<file path="config.mk">
export PLATFORM = sky130hd
export DESIGN_NAME = gcb_wrap_cell
export DESIGN_NICKNAME = d
export VERILOG_FILES = /design/src/hw/rtl/gcb_pkg.sv /design/src/hw/rtl/gcb_wrap_cell.sv
export SDC_FILE = /design/constraint.sdc
export NUM_CORES = 1
export LEC_CHECK = 0
export BUFFER_PORTS_ARGS = -buffer_cell sky130_fd_sc_hd__buf_2
export CORE_ASPECT_RATIO = 0.5
export CORE_MARGIN = 8
export CORE_UTILIZATION = 41
export CTS_CLUSTER_DIAMETER = 200
export DETAILED_ROUTE_END_ITERATION = 8
export PLACE_DENSITY = 0.74
export SLEW_MARGIN = 30
export SYNTH_ARGS = -nofsm -noshare
export SYNTH_HDL_FRONTEND = slang
export SYNTH_SLANG_ARGS = --single-unit
export TNS_END_PERCENT = 5
</file>
<file path="constraint.sdc">
create_clock -name clock -period 2.3 [get_ports clock]
set_clock_uncertainty 0.05 [all_clocks]
set_input_delay 0.46 -clock clock [delete_from_list [all_inputs] [get_ports clock]]
set_output_delay 0.46 -clock clock [all_outputs]
set_load 0.1 [all_outputs]
</file>
<file path="src/hw/rtl/gcb_pkg.sv">
package gcb_pkg;

   localparam int ANGLE_FRAC_BITS_DEF = 20;
   localparam int CORDIC_STEPS_DEF    = 24;

   // fixed internal formats
   localparam int ZF     = 32;   // angle fraction bits inside
   localparam int VF     = 30;   // sine/cosine fraction bits
   localparam int Z_W    = 42;   // angle accumulator, Q32 degrees
   localparam int SC_W   = 32;   // sine/cosine datapath
   localparam int MUL_W  = 33;   // reduced product
   localparam int VEC_W  = 36;   // vectoring datapath
   localparam int ANG_W  = 31;   // input angle and longitude difference
   localparam int WRAP_W = 36;   // range reduction word
   localparam int HEAD_W = 29;
   localparam int BRG_W  = 29;
   localparam int CORR_W = 31;

   localparam logic signed [SC_W-1:0] GAIN_Q30 = 32'sd652032874;

   typedef struct packed {
      logic signed [SC_W-1:0] x;
      logic signed [SC_W-1:0] y;
      logic signed [Z_W-1:0]  z;
      logic                   neg;
   } rot_type;

   typedef struct packed {
      logic signed [VEC_W-1:0] px;
      logic signed [VEC_W-1:0] py;
      logic signed [Z_W-1:0]   z;
      logic                    zero;
   } vec_type;

   typedef struct packed {
      logic              valid;
      logic [HEAD_W-1:0] head;
   } side_type;

   // atan(2^-i) in degrees, Q32, rounded
   function automatic logic signed [Z_W-1:0] atan_q32(input int unsigned i);
      logic signed [Z_W-1:0] v;
      case (i)
         0:  v = 42'sd193273528320;
         1:  v = 42'sd114096026022;
         2:  v = 42'sd60285206653;
         3:  v = 42'sd30601712202;
         4:  v = 42'sd15360239180;
         5:  v = 42'sd7687607525;
         6:  v = 42'sd3844741810;
         7:  v = 42'sd1922488225;
         8:  v = 42'sd961258780;
         9:  v = 42'sd480631223;
         10: v = 42'sd240315841;
         11: v = 42'sd120157949;
         12: v = 42'sd60078978;
         13: v = 42'sd30039489;
         14: v = 42'sd15019745;
         15: v = 42'sd7509872;
         16: v = 42'sd3754936;
         17: v = 42'sd1877468;
         18: v = 42'sd938734;
         19: v = 42'sd469367;
         20: v = 42'sd234684;
         21: v = 42'sd117342;
         22: v = 42'sd58671;
         23: v = 42'sd29335;
         24: v = 42'sd14668;
         25: v = 42'sd7334;
         26: v = 42'sd3667;
         27: v = 42'sd1833;
         28: v = 42'sd917;
         29: v = 42'sd458;
         30: v = 42'sd229;
         31: v = 42'sd115;
         default: v = '0;
      endcase
      return v;
   endfunction

endpackage

</file>
<file path="src/hw/rtl/gcb_wrap_cell.sv">
module gcb_wrap_cell
   import gcb_pkg::*;
#(
   parameter logic signed [WRAP_W-1:0] MODULUS = '1
) (
   input  logic                     clock,
   input  logic signed [WRAP_W-1:0] u_i,
   output logic signed [WRAP_W-1:0] u_o
);

   logic signed [WRAP_W-1:0] u_in;
   logic signed [WRAP_W-1:0] u_ff;

   // drop one multiple of the turn when it fits
   always_comb begin
      u_in = (u_i >= MODULUS) ? u_i - MODULUS : u_i;
   end

   always_ff @(posedge clock) begin
      u_ff <= u_in;
   end

   assign u_o = u_ff;

endmodule

</file>
==> results.md, run 1 <==
* Mean post-synth cell area at 9.572 um^2
* Tightest Pin Transition at 501.8 ps
* Total CTS buffers at 5
* # DRC at 0
* Pwr Density at 756.0 nW/um^2
* Critical Path End Type: register
* Layout Area Growth over Synthesis at 39.69%
* Worst path bufs/invs at 1
* Clock Tree Buf Depth at 2
* Gr ovfl total at 0
* Vias in the first global route at 1577
* Clock Power Share at 0.332
* Leakage Power at 0.9524 nW
* Largest register FFs at 36
* Core area at 3804 um^2
* Pins over their slew limit at 0
* Pin count of the biggest net entering global routing at 18
* Sw frac at 0.3602
* H-tree Lvls at 2
* Final Hold Slack at 313.5 ps
* Worst-path fanout max at 4
* Worst path slowest cell: or4_4
* Leading area contributor after synthesis: dfxtp_1
* CP Class: in2reg
* Via count at 1533
* CP arrival at 2240 ps
* Reg power frac at 0.398
* Syn_nets at 204
* Worst-path clk slew at 70 ps
* PortBufs at 72
* Period utilization at 0.9185
* CTS resizes at 0
* Root buffer cell: clkbuf_8
* First-pass GRT wire length at 7314 um
* WP depth at 6
* F_max at 473.4 MHz
* CP Cell Sequence: buf_2, nand4_1, or4_4, o31ai_1, nand4_1, xnor2_1
* Die ar. at 6244 um^2
* CP delay by family, top: simple AND/OR/NAND/NOR gates
* Post-CTS Setup Bufs at 0
* Crit path time final at 2113 ps
* Post-placement cell area at 2108 um^2
* Max_cap viols at 0
* Total wire length at 4482 um
* Critical Path Most Common Cell: nand4_1
* NumNets Final at 292
* Status: complete, no violations
* Critical Path Source: u_i[9]
* Hold_buf cts at 0
* # IOs at 73
* Starting density of the core at 0.4178
* VDD IR max at 0.0002997 V
* Yosys warns at 0
* Slowest stage delay, CP at 630 ps
* Top-area cell type share of the netlist area at 0.4535
* Commonest non-fill, non-tap cell in the layout: buf_2
* Final HPWL DP at 3562 um
* Most frequent cells in the layout: buf_2 (72), dfxtp_1 (36), xnor2_1 (29), nand3_1 (18), nand4_1 (16)
* CTS tree: yes
* Hold Path Stages at 2
* Hold Crit Class: in2reg
* Slew headroom at 0.6626
* Seq cells post-synth at 36
* DRT Pass-1 Iters at 4
* Initial antenna violation count at 0
* Fin area at 2220 um^2
* Die span in x at 104.0 um
* Seq/Total Area, Yosys at 0.4535
* Yosys cell types at 30
* Final ANT Viol Nets at 0
* Final-report hold violation count at 0
* RSZ-0062 raised after global routing: false
* Global Route Usage Sum at 0.1474
* Combinational power share at 0.270
* Share of cells above drive strength 1 at 0.4000
* End of the critical path: u_o[21]
* Worst Setup Start Kind: input pin
* DR iter-0 viols at 72
* N_diodes at 0
* GP Congestion at 0.8477
* CTS sink count at 36
* Syn Inst Count at 166
* Ranking of synthesized cells by area: dfxtp_1 (45%), xnor2_1 (16%), nand4_1 (6.3%)
* DR vias/cell at 4.961
* Synth Cell Area at 1589 um^2
* Avg WL per Cell at 14.50 um
* NetSw at 0.6044 mW
* Endpoints failing setup at 0
* Internal Power at 1.074 mW
* Req. time, crit path at 2430 ps
* Site Rows at 16
* Die Height at 60.02 um
worst min-delay path by stage:
stage / startpoint / endpoint / slack [ps]
2_1_floorplan: u_i[0] / u_o[0] / 510
3_3_place_gp: u_i[22] / u_o[22] / 620
3_5_place_dp: u_i[22] / u_o[22] / 620
4_1_cts: u_i[22] / u_o[22] / 310
5_1_grt: u_i[22] / u_o[22] / 310
6_report: u_i[22] / u_o[22] / 310
logic make-up after synthesis:
kind of cell | count (synthesis) | synth area share
buffers and inverters | 6 | 0.01889
DFF | 36 | 0.4535
adders and majority gates | 1 | 0.007873
and+or+nand+nor | 80 | 0.2795
muxes | 3 | 0.02126
xor gates and xnor gates | 32 | 0.1764
AOI/OAI and AO/OA | 8 | 0.04252
cell type report:
| cell class | instances | area [um^2] |
|---|---|---|
| fill | 360 | 1584 |
| multi-input combinational | 124 | 838.3 |
| sequential | 36 | 720.7 |
| timing repair buffer | 86 | 478.0 |
| clock buffer | 5 | 68.82 |
| tap | 54 | 67.56 |
| clock inverter | 3 | 42.54 |
| inverter | 1 | 3.754 |
synth_stat cells:
library cell / instances
or3_2: 1
nor3_1: 5
xor2_1: 3
inv_1: 1
and2_1: 2
buf_6: 1
o31ai_4: 1
a31o_2: 1
xnor2_1: 29
a31oi_1: 1
nand2_1: 12
nor2_1: 6
dfxtp_1: 36
ha_1: 1
nor2b_1: 1
and4_1: 3
nand2b_1: 1
or4_4: 1
nand4b_1: 1
nor4_1: 3
nand4_1: 16
a41oi_1: 1
nand3_1: 18
a21oi_1: 1
o21ai_0: 2
o31ai_1: 1
clkbuf_1: 4
and3_1: 9
and3_2: 1
mux2_2: 3
power by group through the flow:
stage / clock [mW] / combinational [mW] / sequential (mW)
finish: 0.558 / 0.452 / 0.668
CTS: 0.568 / 0.453 / 0.668
global placement: 0 / 0.447 / 0.682
global route: 0.601 / 0.469 / 0.672
floorplan: 0 / 0.0620 / 0.956
detailed placement: 0 / 0.452 / 0.683
layer usage:
layer  global-route usage  vias to the layer above  share of wire
met4              0.04481                        0          0.011
met3              0.05591                        6          0.058
met2               0.2772                       38           0.54
li1                     -                      774              -
met5                    0                        -              0
met1               0.1529                      715           0.39
through the flow:
step	setup TNS [ps]	util	setup WS (ps)	power [mW]	cells
final	0	0.5836	187.5	1.678	309
after global routing	0	0.5836	92.29	1.743	309
after CTS	0	0.5836	210.2	1.689	309
after detailed placement	-247.2	0.5543	-105.7	1.135	301
after global placement	-32.49	0.5543	-31.08	1.129	301
after floorplan	0	-	3.231	1.018	166
Power figures use the tool's default switching activity.
==> run 2: changes to the inputs <==
SETUP_SLACK_MARGIN = 0.4   (was default)
==> run 2 against run 1 <==
First-iteration DRC count did not move. Worst hold slack got worse by 16 ps. Maximum frequency rose by 6.4%. Via count rose by 4.5%. Cell count rose by 3.9%. Power fell by 6.7%. Clock-buffer cell count rose by 1. Non-clock buffer count rose by 13. Global-route usage fell by 0.087 points. Wire length rose by 5.2%. Critical path type unchanged. Largest cell class unchanged.
==> results.md, run 2 (same netlist as run 1, synthesis figures left out) <==
* Status: complete, no violations (unchanged)
* Critical Path End Type: register (unchanged)
* # IOs at 73 (unchanged)
* Initial antenna violation count at 0 (unchanged)
* Global Route Usage Sum at 0.1465 (was 0.1474)
* Crit path time final at 1986 ps (was 2113 ps)
* GP Congestion at 0.8340 (was 0.8477)
* CP Class: in2reg (unchanged)
* Share of cells above drive strength 1 at 0.4382 (was 0.4000)
* Final critical-path setup slack at 314.5 ps (was 187.5 ps)
* Worst-path clk slew at 70 ps (about the same)
* Leakage Power at 1.020 nW (was 0.9524 nW)
* CP Cell Sequence: buf_8, nand4_1, or4_4, buf_4, o31ai_2, buf_4, nand4_1, xnor2_1 (was buf_2, nand4_1, or4_4, o31ai_1, nand4_1, xnor2_1)
* DRT Pass-1 Iters at 4 (unchanged)
* Slowest stage delay, CP at 610 ps (was 630 ps)
* Avg WL per Cell at 14.68 um (was 14.50 um)
* PortBufs at 72 (unchanged)
* Pin count of the biggest net entering global routing at 11 (was 18)
* First-pass GRT wire length at 7355 um (was 7314 um)
* # fillers at 332 (was 360)
* Vias in the first global route at 1626 (was 1577)
* NumNets Final at 305 (was 292)
* Layout Area Growth over Synthesis at 49.53% (was 39.69%)
* Final core occ at 0.6247 (was 0.5836)
* Die Height at 60.02 um (unchanged)
* Final ANT Viol Nets at 0 (unchanged)
* Total CTS buffers at 5 (unchanged)
* Starting density of the core at 0.4178 (unchanged)
* Hold_sp: u_i[10] (was u_i[22])
* Combinational power share at 0.307 (was 0.270)
* NetSw at 0.5855 mW (was 0.6044 mW)
* Site Rows at 16 (unchanged)
* Commonest non-fill, non-tap cell in the layout: buf_2 (unchanged)
* Pins over their slew limit at 0 (unchanged)
* Setup WS pre-CTS at -2.609 ps (was -105.7 ps)
* CTS sink count at 36 (unchanged)
* Most frequent cells in the layout: buf_2 (66), dfxtp_1 (36), xnor2_1 (29), buf_4 (24), nand3_1 (17) (was buf_2 (72), dfxtp_1 (36), xnor2_1 (29), nand3_1 (18), nand4_1 (16))
* Hold Crit Class: in2reg (unchanged)
* Total wire length at 4713 um (was 4482 um)
* Die span in x at 104.0 um (unchanged)
* Core area at 3804 um^2 (unchanged)
* Max_cap viols at 0 (unchanged)
* DR iter-0 viols at 72 (unchanged)
* Pwr Density at 658.7 nW/um^2 (was 756.0 nW/um^2)
* Worst path slowest cell: or4_4 (unchanged)
* Hold_buf cts at 0 (unchanged)
* VDD IR max at 0.0003031 V (was 0.0002997 V)
* CP arrival at 2120 ps (was 2240 ps)
* Clock Power Share at 0.266 (was 0.332)
* Final-report hold violation count at 0 (unchanged)
* CTS tree: yes (unchanged)
* Slew headroom at 0.6521 (was 0.6626)
* DR vias/cell at 4.991 (was 4.961)
* Largest register FFs at 36 (unchanged)
* Tightest Pin Transition at 516.4 ps (was 501.8 ps)
* Endpoints failing setup at 0 (unchanged)
* Worst-path fanout max at 4 (unchanged)
* Die ar. at 6244 um^2 (unchanged)
* Final HPWL DP at 3370 um (was 3562 um)
* Gr ovfl total at 0 (unchanged)
* Critical Path Source: u_i[9] (unchanged)
* Clock Tree Buf Depth at 2 (unchanged)
* Internal Power at 0.9794 mW (was 1.074 mW)
* # DRC at 0 (unchanged)
* Req. time, crit path at 2430 ps (about the same)
* RSZ-0062 raised after global routing: true (was false)
* Setup TNS at 0 ps (unchanged)
* End of the critical path: u_o[21] (unchanged)
* H-tree Lvls at 2 (unchanged)
* Root buffer cell: clkbuf_8 (unchanged)
* Reg power frac at 0.427 (was 0.398)
* Via count at 1602 (was 1533)
* N_diodes at 0 (unchanged)
* F_max at 503.6 MHz (was 473.4 MHz)
* Worst Setup Start Kind: input pin (unchanged)
* Period utilization at 0.8633 (was 0.9185)
* Sw frac at 0.3741 (was 0.3602)
run 2: changes by cell type in the layout (fill, tap and decap cells not counted), sizes merged:
cell,previous run,this run
bufinv,1,0
buf,86,99
clkbuf,5,6
clkinvlp,1,0
run 2: how the worst min path moves through the flow:
stage,end,slack (ps),depth (start not counted)
finish,u_o[10],300,2
global route,u_o[0],300,2
CTS,u_o[0],290,2
detailed placement,u_o[15],630,2
global placement,u_o[22],620,2
floorplan,u_o[0],510,1
run 2: per-stage QoR:
step           instances  hold WS (ps)  total power, mW  instance area [um^2]
2_1_floorplan        166         506.7            1.020                  1599
3_3_place_gp         300         620.2            1.127                  2101
3_5_place_dp         300         629.5            1.132                  2101
4_1_cts              317         294.5            1.567                  2307
5_1_grt              321         301.0            1.624                  2376
6_report             321         297.6            1.565                  2376
run 2: layout make-up:
class	count	area [um^2]	area share
clock buffer	6	72.57	0.03054
timing repair buffer	99	635.6	0.2675
multi-input combinational	124	870.8	0.3665
sequential	36	720.7	0.3033
inverter	1	3.754	0.001580
tap	54	67.56	0.02844
clock inverter	1	5.005	0.002106
run 2: worst max-delay path, delay by kind of cell:
kind | cells | cell delay (ps)
and+or+nand+nor | 3 | 900
buffers and inverters | 3 | 400
AOI/OAI and AO/OA | 1 | 210
xor gates and xnor gates | 1 | 140
run 2: per-layer routing:
metal,vias up,part of all wire,track usage
met1,741,0.39,0.1525
met2,53,0.53,0.2745
met4,0,0.020,0.06517
met5,-,0,0
li1,798,-,-
met3,10,0.055,0.04516
run 2: timing repair:
item,in CTS,in global routing
buffers inserted,10,4
gates resized for setup,14,10
cloned,0,0
endpoints found under the setup margin,17,33
pin swaps,8,6
run 2: power groups by stage:
stage               Sequential [mW]  Combinational (mW)  Clock (mW)
finish                        0.668               0.480       0.417
CTS                           0.668               0.468       0.430
global placement              0.682               0.446           0
floorplan                     0.956              0.0638           0
detailed placement            0.682               0.449           0
global route                  0.672               0.499       0.454
