## src/hw/rtl/gcb_pkg.sv

```systemverilog
package gcb_pkg;

   localparam int ANGLE_FRAC_BITS_DEF = 20;
   localparam int CORDIC_STEPS_DEF    = 24;

   // fixed internal formats
   localparam int ZF     = 32;   // angle fraction bits inside
   localparam int VF     = 30;   // sine/cosine fraction bits
   localparam int Z_W    = 42;   // angle accumulator, Q32 degrees
   localparam int SC_W   = 32;   // sine/cosine datapath
   localparam int MUL_W  = 33;   // reduced product
   localparam int VEC_W  = 36;   // vectoring datapath
   localparam int ANG_W  = 31;   // input angle and longitude difference
   localparam int WRAP_W = 36;   // range reduction word
   localparam int HEAD_W = 29;
   localparam int BRG_W  = 29;
   localparam int CORR_W = 31;

   localparam logic signed [SC_W-1:0] GAIN_Q30 = 32'sd652032874;

   typedef struct packed {
      logic signed [SC_W-1:0] x;
      logic signed [SC_W-1:0] y;
      logic signed [Z_W-1:0]  z;
      logic                   neg;
   } rot_type;

   typedef struct packed {
      logic signed [VEC_W-1:0] px;
      logic signed [VEC_W-1:0] py;
      logic signed [Z_W-1:0]   z;
      logic                    zero;
   } vec_type;

   typedef struct packed {
      logic              valid;
      logic [HEAD_W-1:0] head;
   } side_type;

   // atan(2^-i) in degrees, Q32, rounded
   function automatic logic signed [Z_W-1:0] atan_q32(input int unsigned i);
      logic signed [Z_W-1:0] v;
      case (i)
         0:  v = 42'sd193273528320;
         1:  v = 42'sd114096026022;
         2:  v = 42'sd60285206653;
         3:  v = 42'sd30601712202;
         4:  v = 42'sd15360239180;
         5:  v = 42'sd7687607525;
         6:  v = 42'sd3844741810;
         7:  v = 42'sd1922488225;
         8:  v = 42'sd961258780;
         9:  v = 42'sd480631223;
         10: v = 42'sd240315841;
         11: v = 42'sd120157949;
         12: v = 42'sd60078978;
         13: v = 42'sd30039489;
         14: v = 42'sd15019745;
         15: v = 42'sd7509872;
         16: v = 42'sd3754936;
         17: v = 42'sd1877468;
         18: v = 42'sd938734;
         19: v = 42'sd469367;
         20: v = 42'sd234684;
         21: v = 42'sd117342;
         22: v = 42'sd58671;
         23: v = 42'sd29335;
         24: v = 42'sd14668;
         25: v = 42'sd7334;
         26: v = 42'sd3667;
         27: v = 42'sd1833;
         28: v = 42'sd917;
         29: v = 42'sd458;
         30: v = 42'sd229;
         31: v = 42'sd115;
         default: v = '0;
      endcase
      return v;
   endfunction

endpackage

```

## src/hw/rtl/gcb_rot_cell.sv

```systemverilog
module gcb_rot_cell
   import gcb_pkg::*;
#(
   parameter int STEP = 0
) (
   input  logic    clock,
   input  rot_type stage_i,
   output rot_type stage_o
);

   localparam logic signed [Z_W-1:0] ATAN = atan_q32(STEP);

   rot_type                st_in;
   rot_type                st_ff;
   logic signed [SC_W-1:0] dx;
   logic signed [SC_W-1:0] dy;

   always_comb begin
      dx    = stage_i.y >>> STEP;
      dy    = stage_i.x >>> STEP;
      st_in = stage_i;
      if (stage_i.z >= 0) begin
         st_in.x = stage_i.x - dx;
         st_in.y = stage_i.y + dy;
         st_in.z = stage_i.z - ATAN;
      end else begin
         st_in.x = stage_i.x + dx;
         st_in.y = stage_i.y - dy;
         st_in.z = stage_i.z + ATAN;
      end
   end

   always_ff @(posedge clock) begin
      st_ff <= st_in;
   end

   assign stage_o = st_ff;

endmodule

```

## config.mk

```make
export PLATFORM = sky130hd
export DESIGN_NAME = gcb_rot_cell
export DESIGN_NICKNAME = d
export VERILOG_FILES = /design/src/hw/rtl/gcb_pkg.sv /design/src/hw/rtl/gcb_rot_cell.sv
export SDC_FILE = /design/constraint.sdc
export NUM_CORES = 1
export LEC_CHECK = 0
export BUFFER_PORTS_ARGS = -buffer_cell sky130_fd_sc_hd__buf_2
export CORE_MARGIN = 4
export CORE_UTILIZATION = 35
export DETAILED_ROUTE_END_ITERATION = 7
export PLACE_DENSITY = 0.55
export SLEW_MARGIN = 20
export SYNTH_ARGS = -nofsm -noshare
export SYNTH_HDL_FRONTEND = slang
export SYNTH_SLANG_ARGS = --single-unit
```

## constraint.sdc

```tcl
create_clock -name clock -period 7.65 [get_ports clock]
set_input_delay 1.53 -clock clock [delete_from_list [all_inputs] [get_ports clock]]
set_output_delay 1.53 -clock clock [all_outputs]
set_load 0.02 [all_outputs]
```

==> reports/results.txt, run 1 <==
Share of the cycle needed by the critical path after routing - 0.649
Vias in the first global route - 7593
Pwr dens - 202 nW/um^2
Crit path capture type - register
CTS tree - yes
Die Height - 160 um
Overall Global Routing Usage - 0.197
Die width - 160 um
Min-Delay Endpoint - stage_o[0]$_DFF_P_
Sequential fraction of the synthesis area - 0.263
Clk slew on worst S/H paths - 0.08 ns
Number of distinct library cells after synthesis - 82
Least-Margin Pin Slew - 0.755 ns
Number of nets with antenna violations after routing - 0
Depth of the worst hold-timing path - 1
Data required time at the worst endpoint - 7.93 ns
Number of nets produced by synthesis - 1207
Layout overhead on the synthesized area - 18.8%
Routability Congestion - 0.890
Gate Count Post-Synth - 993
Number of enable-type register cells in the synthesized netlist - 0
Share of cells above drive strength 1 - 0.227
Antenna cells - 0
Filler Cell Count - 2327
Port Buffers - 214
Number of warnings printed during yosys synthesis - 0
Die Footprint - 25500 um^2
Number of antenna violations at the first check in global routing - 0
Post-layout minimum cycle time - 4.97 ns
Peak VDD IR - 0.0933 mV
Leak pwr - 0.00456 uW
Final setup vio count - 0
Most frequent standard cell in the layout excluding fill and tap cells - buf_2
Root Driver - clkbuf_16
PnR worst setup slack - 2.68 ns
Average routed wire per standard cell - 17.9 um
Vias per cell - 5.32
I/O Pins - 215
Final slew viol count - 0
Total non-filler cell area in the finished layout - 9570 um^2
Flip-flop count of the largest register, all copies and words added - 106
Arrival time at the worst endpoint - 5.24 ns
Post-CTS sizing - 0
Post-synthesis async set-or-reset flop share - 0
Maximum operating frequency - 201 MHz
Worst-case headroom to the max-slew limit - 0.497
Worst-path maximum fanout - 63
Detailed-router iteration count before antenna repair - 4
Mean instance size in the synthesized netlist - 8.11 um^2
Origin of the worst min-delay path - stage_i[0]
Overall overflow remaining after global route - 0
Worst Path Class, Setup - in -> reg
Leading register cell type out of synthesis - dfxtp_1
Netlist Area Pre-Place - 8060 um^2
Overall via count from detail_route - 7802
Number of CTS-inserted buffers - 9
Dpl hpwl - 20900 um
Number of buffers inserted to repair setup after CTS - 0
Type of the worst min-delay path - in -> reg
Number of hold-repair buffers added at the cts stage - 0
Worst slack, placed - 2.27 ns
Starting Density - 0.356
Final hold slack - 1.27 ns
Flip-flop and latch count after synthesis - 106
Commonest cells after routing, fill and taps aside - 214 x buf_2, 113 x a21oi_1, 106 x dfxtp_1
Nets - 1390
Setup repair after global routing missed its margin - false
First-pass GRT wire length - 41000 um
Post-place instance area - 9290 um^2
Pin count of the biggest net entering global routing - 64
Max-cap viol count - 0
Number of remaining DRC errors - 0
Total wirelength of the detailed-routed design - 26200 um
H-tree levels - 3
Placement Rows - 55
Clock Path Buffers - 2
Clock sink count - 106
Outcome - finished clean
Sum Neg Setup Slack - 0 ns
First-iteration detailed-routing DRC count - 583
Area of the placeable core - 22600 um^2
Hold violation count in the final report - 0
CP startpoint kind - input pin
[cell usage after synthesis, types with 4 or more instances]
library cell / number / area [um^2]
mux2i_1: 15 / 150
xnor2_1: 56 / 490
fa_1: 4 / 80.1
nand3_1: 11 / 55.1
inv_2: 5 / 18.8
inv_1: 102 / 383
xor2_1: 12 / 105
a211oi_1: 7 / 52.6
nand4_1: 17 / 106
a21o_1: 21 / 158
nor2_1: 84 / 315
ha_1: 102 / 1280
a21oi_1: 113 / 566
clkbuf_1: 19 / 71.3
or3_1: 9 / 56.3
buf_1: 5 / 18.8
or4_1: 4 / 30.0
nand2_1: 39 / 146
a31oi_1: 8 / 50.1
o21a_1: 7 / 52.6
buf_2: 15 / 75.1
nor4_1: 11 / 68.8
o21ai_1: 6 / 30.0
o21bai_1: 20 / 150
o211ai_1: 4 / 30.0
o31ai_1: 12 / 90.1
o21ai_0: 53 / 265
dfxtp_1: 106 / 2120
nand2b_1: 7 / 43.8
nor2b_1: 7 / 43.8
nor3_1: 26 / 130
o221ai_1: 4 / 35.0
[cells by family (layout without fill, tap and decap cells)]
kind of cell / count (synthesis) / after routing / synth area share
AO/OA/AOI/OAI: 310 / 310 / 0.256
AND/OR/NAND/NOR: 234 / 234 / 0.142
flip-flops: 106 / 106 / 0.263
XOR/XNOR: 68 / 68 / 0.0739
multiplexers: 15 / 15 / 0.0186
adder cells (fa/ha/maj): 106 / 106 / 0.168
buffers and inverters: 154 / 342 / 0.0778
[critical path, cell delays in order]
cell and delay, ns:
buf_2 0.12, inv_1 0.07, ha_1 0.15, nor4b_1 0.22, nand4_1 0.16, nor3_1 0.25, nand2b_2 0.15, buf_4 0.53
inv_2 0.04, buf_4 0.36, ha_1 0.43, a21oi_1 0.21, o21bai_1 0.10, a21oi_1 0.23, o21ai_0 0.19, a21oi_1 0.17
nor2_1 0.05, nor2_1 0.10, xnor2_1 0.12
[how the worst max path moves through the flow]
stage / from / to / slack, ns / cells after the start
2_1_floorplan: stage_i[42] / stage_o[41]$_DFF_P_ / 3.21 / 18
3_3_place_gp: stage_i[42] / stage_o[42]$_DFF_P_ / 2.41 / 19
3_5_place_dp: stage_i[42] / stage_o[42]$_DFF_P_ / 2.27 / 19
4_1_cts: stage_i[42] / stage_o[42]$_DFF_P_ / 2.63 / 19
5_1_grt: stage_i[42] / stage_o[41]$_DFF_P_ / 2.33 / 18
6_report: stage_i[42] / stage_o[42]$_DFF_P_ / 2.68 / 19
[final cells by class]
class	instances	area, um^2	area share
clock buffers	10	229	0.0239
clock inverters	6	57.6	0.00601
inverters	110	413	0.0431
multi-input cells	733	5310	0.555
flip-flops and latches	106	2120	0.222
well taps	285	357	0.0373
repair buffers	216	1090	0.113
[stage by stage]
step,utilization,cells,total power (uW)
finish,0.423,1466,1940
global route,0.423,1466,2050
CTS,0.423,1466,1950
detailed placement,0.410,1450,1470
global placement,0.410,1450,1470
floorplan,-,993,1210
[power by group]
| part | internal [uW] | switching, uW | total [uW] |
|---|---|---|---|
| combinational | 273 | 510 | 783 |
| clock | 230 | 246 | 476 |
| sequential | 651 | 27.8 | 679 |
[metal layers]
| metal | up-vias | part of all wire | GRT usage |
|---|---|---|---|
| li1 | 3836 | - | - |
| met1 | 3606 | 0.45 | 0.262 |
| met2 | 337 | 0.46 | 0.332 |
| met3 | 23 | 0.071 | 0.0390 |
| met4 | 0 | 0.013 | 0.0414 |
| met5 | - | 0 | 0 |
Note: power is estimated with default switching activity, not from simulation.
==> run 2, diff against run 1 <==
--- a/config.mk
+++ b/config.mk
@@ -5,6 +5,7 @@
 export SDC_FILE = /design/constraint.sdc
 export NUM_CORES = 1
 export LEC_CHECK = 0
+export ABC_AREA = 1
 export BUFFER_PORTS_ARGS = -buffer_cell sky130_fd_sc_hd__buf_2
 export CORE_MARGIN = 4
 export CORE_UTILIZATION = 35
==> constraint.sdc (replaced) <==
create_clock -name clock -period 4 [get_ports clock]
set_input_delay 0.8 -clock clock [delete_from_list [all_inputs] [get_ports clock]]
set_output_delay 0.8 -clock clock [all_outputs]
set_load 0.02 [all_outputs]
==> reports/results.txt, run 2 <==
Max-cap viol count - 0
Number of hold-repair buffers added at the cts stage - 0
Data required time at the worst endpoint - 4.26 ns
Number of buffers inserted to repair setup after CTS - 0
Commonest cells after routing, fill and taps aside - 565 x nand2_1, 294 x inv_1, 214 x buf_2
Starting Density - 0.357
Leak pwr - 0.00674 uW
Crit path max-delay family - simple AND/OR/NAND/NOR gates
Vias in the first global route - 10200
Area of all sequential standard cells - 2120 um^2
PnR worst setup slack - 1.00 ns
Worst-path maximum fanout - 17
CTS tree - yes
First-pass GRT wire length - 53400 um
Number of nets with antenna violations after routing - 0
Root Driver - clkbuf_16
Top cells by count, synth - 565 x nand2_1, 294 x inv_1, 136 x nand3_1
Area share of the leading cell type in the synthesized netlist - 0.212
Least-Margin Pin Slew - 0.529 ns
Area of the placeable core - 28000 um^2
Total wirelength of the detailed-routed design - 34600 um
Antenna cells - 0
Biggest area contributors in the synthesized netlist - dfxtp_1 21%, nand2_1 21%, ha_1 13%
Worst Path Class, Setup - in -> reg
Overall overflow remaining after global route - 0
Average routed wire per standard cell - 15.5 um
Routability Congestion - 0.959
Port Buffers - 214
CP startpoint kind - input pin
Vias per cell - 4.76
Clock Path Buffers - 2
Critical path's largest stage delay - 0.34 ns
Worst path most repeated cell - nand2_1
Pin count of the biggest net entering global routing - 49
Overall via count from detail_route - 10700
Share of cells above drive strength 1 - 0.143
Worst slack, placed - 0.637 ns
Ordered cell list for the critical path - buf_2 -> inv_1 -> ha_1 -> nand2_1 -> nor3_1 -> nand2_1 -> nor2_2 -> a21oi_4 -> buf_4 -> ha_1 -> a21oi_1 -> inv_1 -> a31oi_1 -> nor2_1 -> o21ai_0 -> nand2_1 -> nand2_1 -> nand2_1
Mean instance size in the synthesized netlist - 5.99 um^2
Maximum operating frequency - 334 MHz
Post-CTS sizing - 0
Overall Global Routing Usage - 0.216
Dpl hpwl - 29400 um
Filler Cell Count - 3141
Outcome - finished clean
Peak VDD IR - 0.180 mV
Standard cell with the maximum stage delay on the critical path - ha_1
Dominant cell by count in the synthesized netlist - nand2_1
Placement Rows - 61
Die Footprint - 31300 um^2
Leading register cell type out of synthesis - dfxtp_1
Layout overhead on the synthesized area - 15.5%
Number of distinct library cells after synthesis - 36
Netlist Area Pre-Place - 10000 um^2
Detailed-router iteration count before antenna repair - 5
Critical path buffers and inverters - 4
Number of CTS-inserted buffers - 9
Post-layout minimum cycle time - 3.00 ns
H-tree levels - 3
Final setup vio count - 0
Hold violation count in the final report - 0
Flip-flop and latch count after synthesis - 106
Die Height - 177 um
Number of warnings printed during yosys synthesis - 0
Dominant cell type by area after synthesis - dfxtp_1
Clock sink count - 106
Die width - 177 um
First-iteration detailed-routing DRC count - 690
Setup repair after global routing missed its margin - false
Type of the worst min-delay path - in -> reg
Number of antenna violations at the first check in global routing - 0
Flip-flop count of the largest register, all copies and words added - 106
Number of nets produced by synthesis - 1883
I/O Pins - 215
Post-synthesis async set-or-reset flop share - 0
Crit path capture type - register
Worst-case headroom to the max-slew limit - 0.647
Pwr dens - 336 nW/um^2
Area occupied by multi-input gates - 6420 um^2
Final Power - 3880 uW
Share of the cycle needed by the critical path after routing - 0.749
Clk slew on worst S/H paths - 0.08 ns
Final slew viol count - 0
Sum Neg Setup Slack - 0 ns
Gate Count Post-Synth - 1669
Arrival time at the worst endpoint - 3.26 ns
Most frequent standard cell in the layout excluding fill and tap cells - nand2_1
Nets - 2069
Non-filler cells, final - 2238
Post-placement cell count - 2222
Number of enable-type register cells in the synthesized netlist - 0
Number of remaining DRC errors - 0
Sequential fraction of the synthesis area - 0.212
[run 2: changes by cell type after synthesis, moves of 28 or more]
cell     before  now
a21oi_1     113   85
inv_1       102  294
nand2_1      39  565
nand3_1      11  136
nor2_1       84  130
xnor2_1      56    4
xor2_1       12   41
[run 2: power breakdown]
part           total [uW]  switching (uW)  internal [uW]
Clock                1010             547            462
Combinational        1620            1110            507
Sequential           1250            38.6           1210
[run 2: path summary, 6_finish.rpt]
path	start	end	slack, ns	depth (start not counted)
max	stage_i[42]	stage_o[41]$_DFF_P_	1.00	18
min	stage_i[0]	stage_o[0]$_DFF_P_	0.54	1
[run 2: cells by family after synthesis]
group / share of synthesized area
compound gates: 0.0948
xor+xnor: 0.0394
fa+ha+maj: 0.136
buf+inv: 0.146
flops: 0.212
simple gates: 0.372
[run 2: final cells by class]
cell class | count | share of cell area
Clock inverter | 7 | 0.00812
Clock buffer | 9 | 0.0195
Inverter | 297 | 0.0965
Sequential cell | 106 | 0.184
Multi-Input combinational cell | 1223 | 0.556
Tap cell | 378 | 0.0409
Timing Repair Buffer | 218 | 0.0953
[run 2: metal layers]
layer  share of wire  vias to the layer above  global-route usage
met5               0                        -                   0
met4           0.024                        0              0.0606
met3           0.068                       40              0.0276
met2            0.45                      354               0.365
met1            0.46                     4754               0.291
li1                -                     5505                   -
[run 2: metrics by stage]
step                      utilization  area (um^2)  hold slack (ns)
after floorplan                     -        10000            0.828
after global placement          0.401        11200            0.905
after detailed placement        0.401        11200            0.909
after CTS                       0.412        11600            0.524
after global routing            0.412        11600            0.527
final                           0.412        11600            0.536
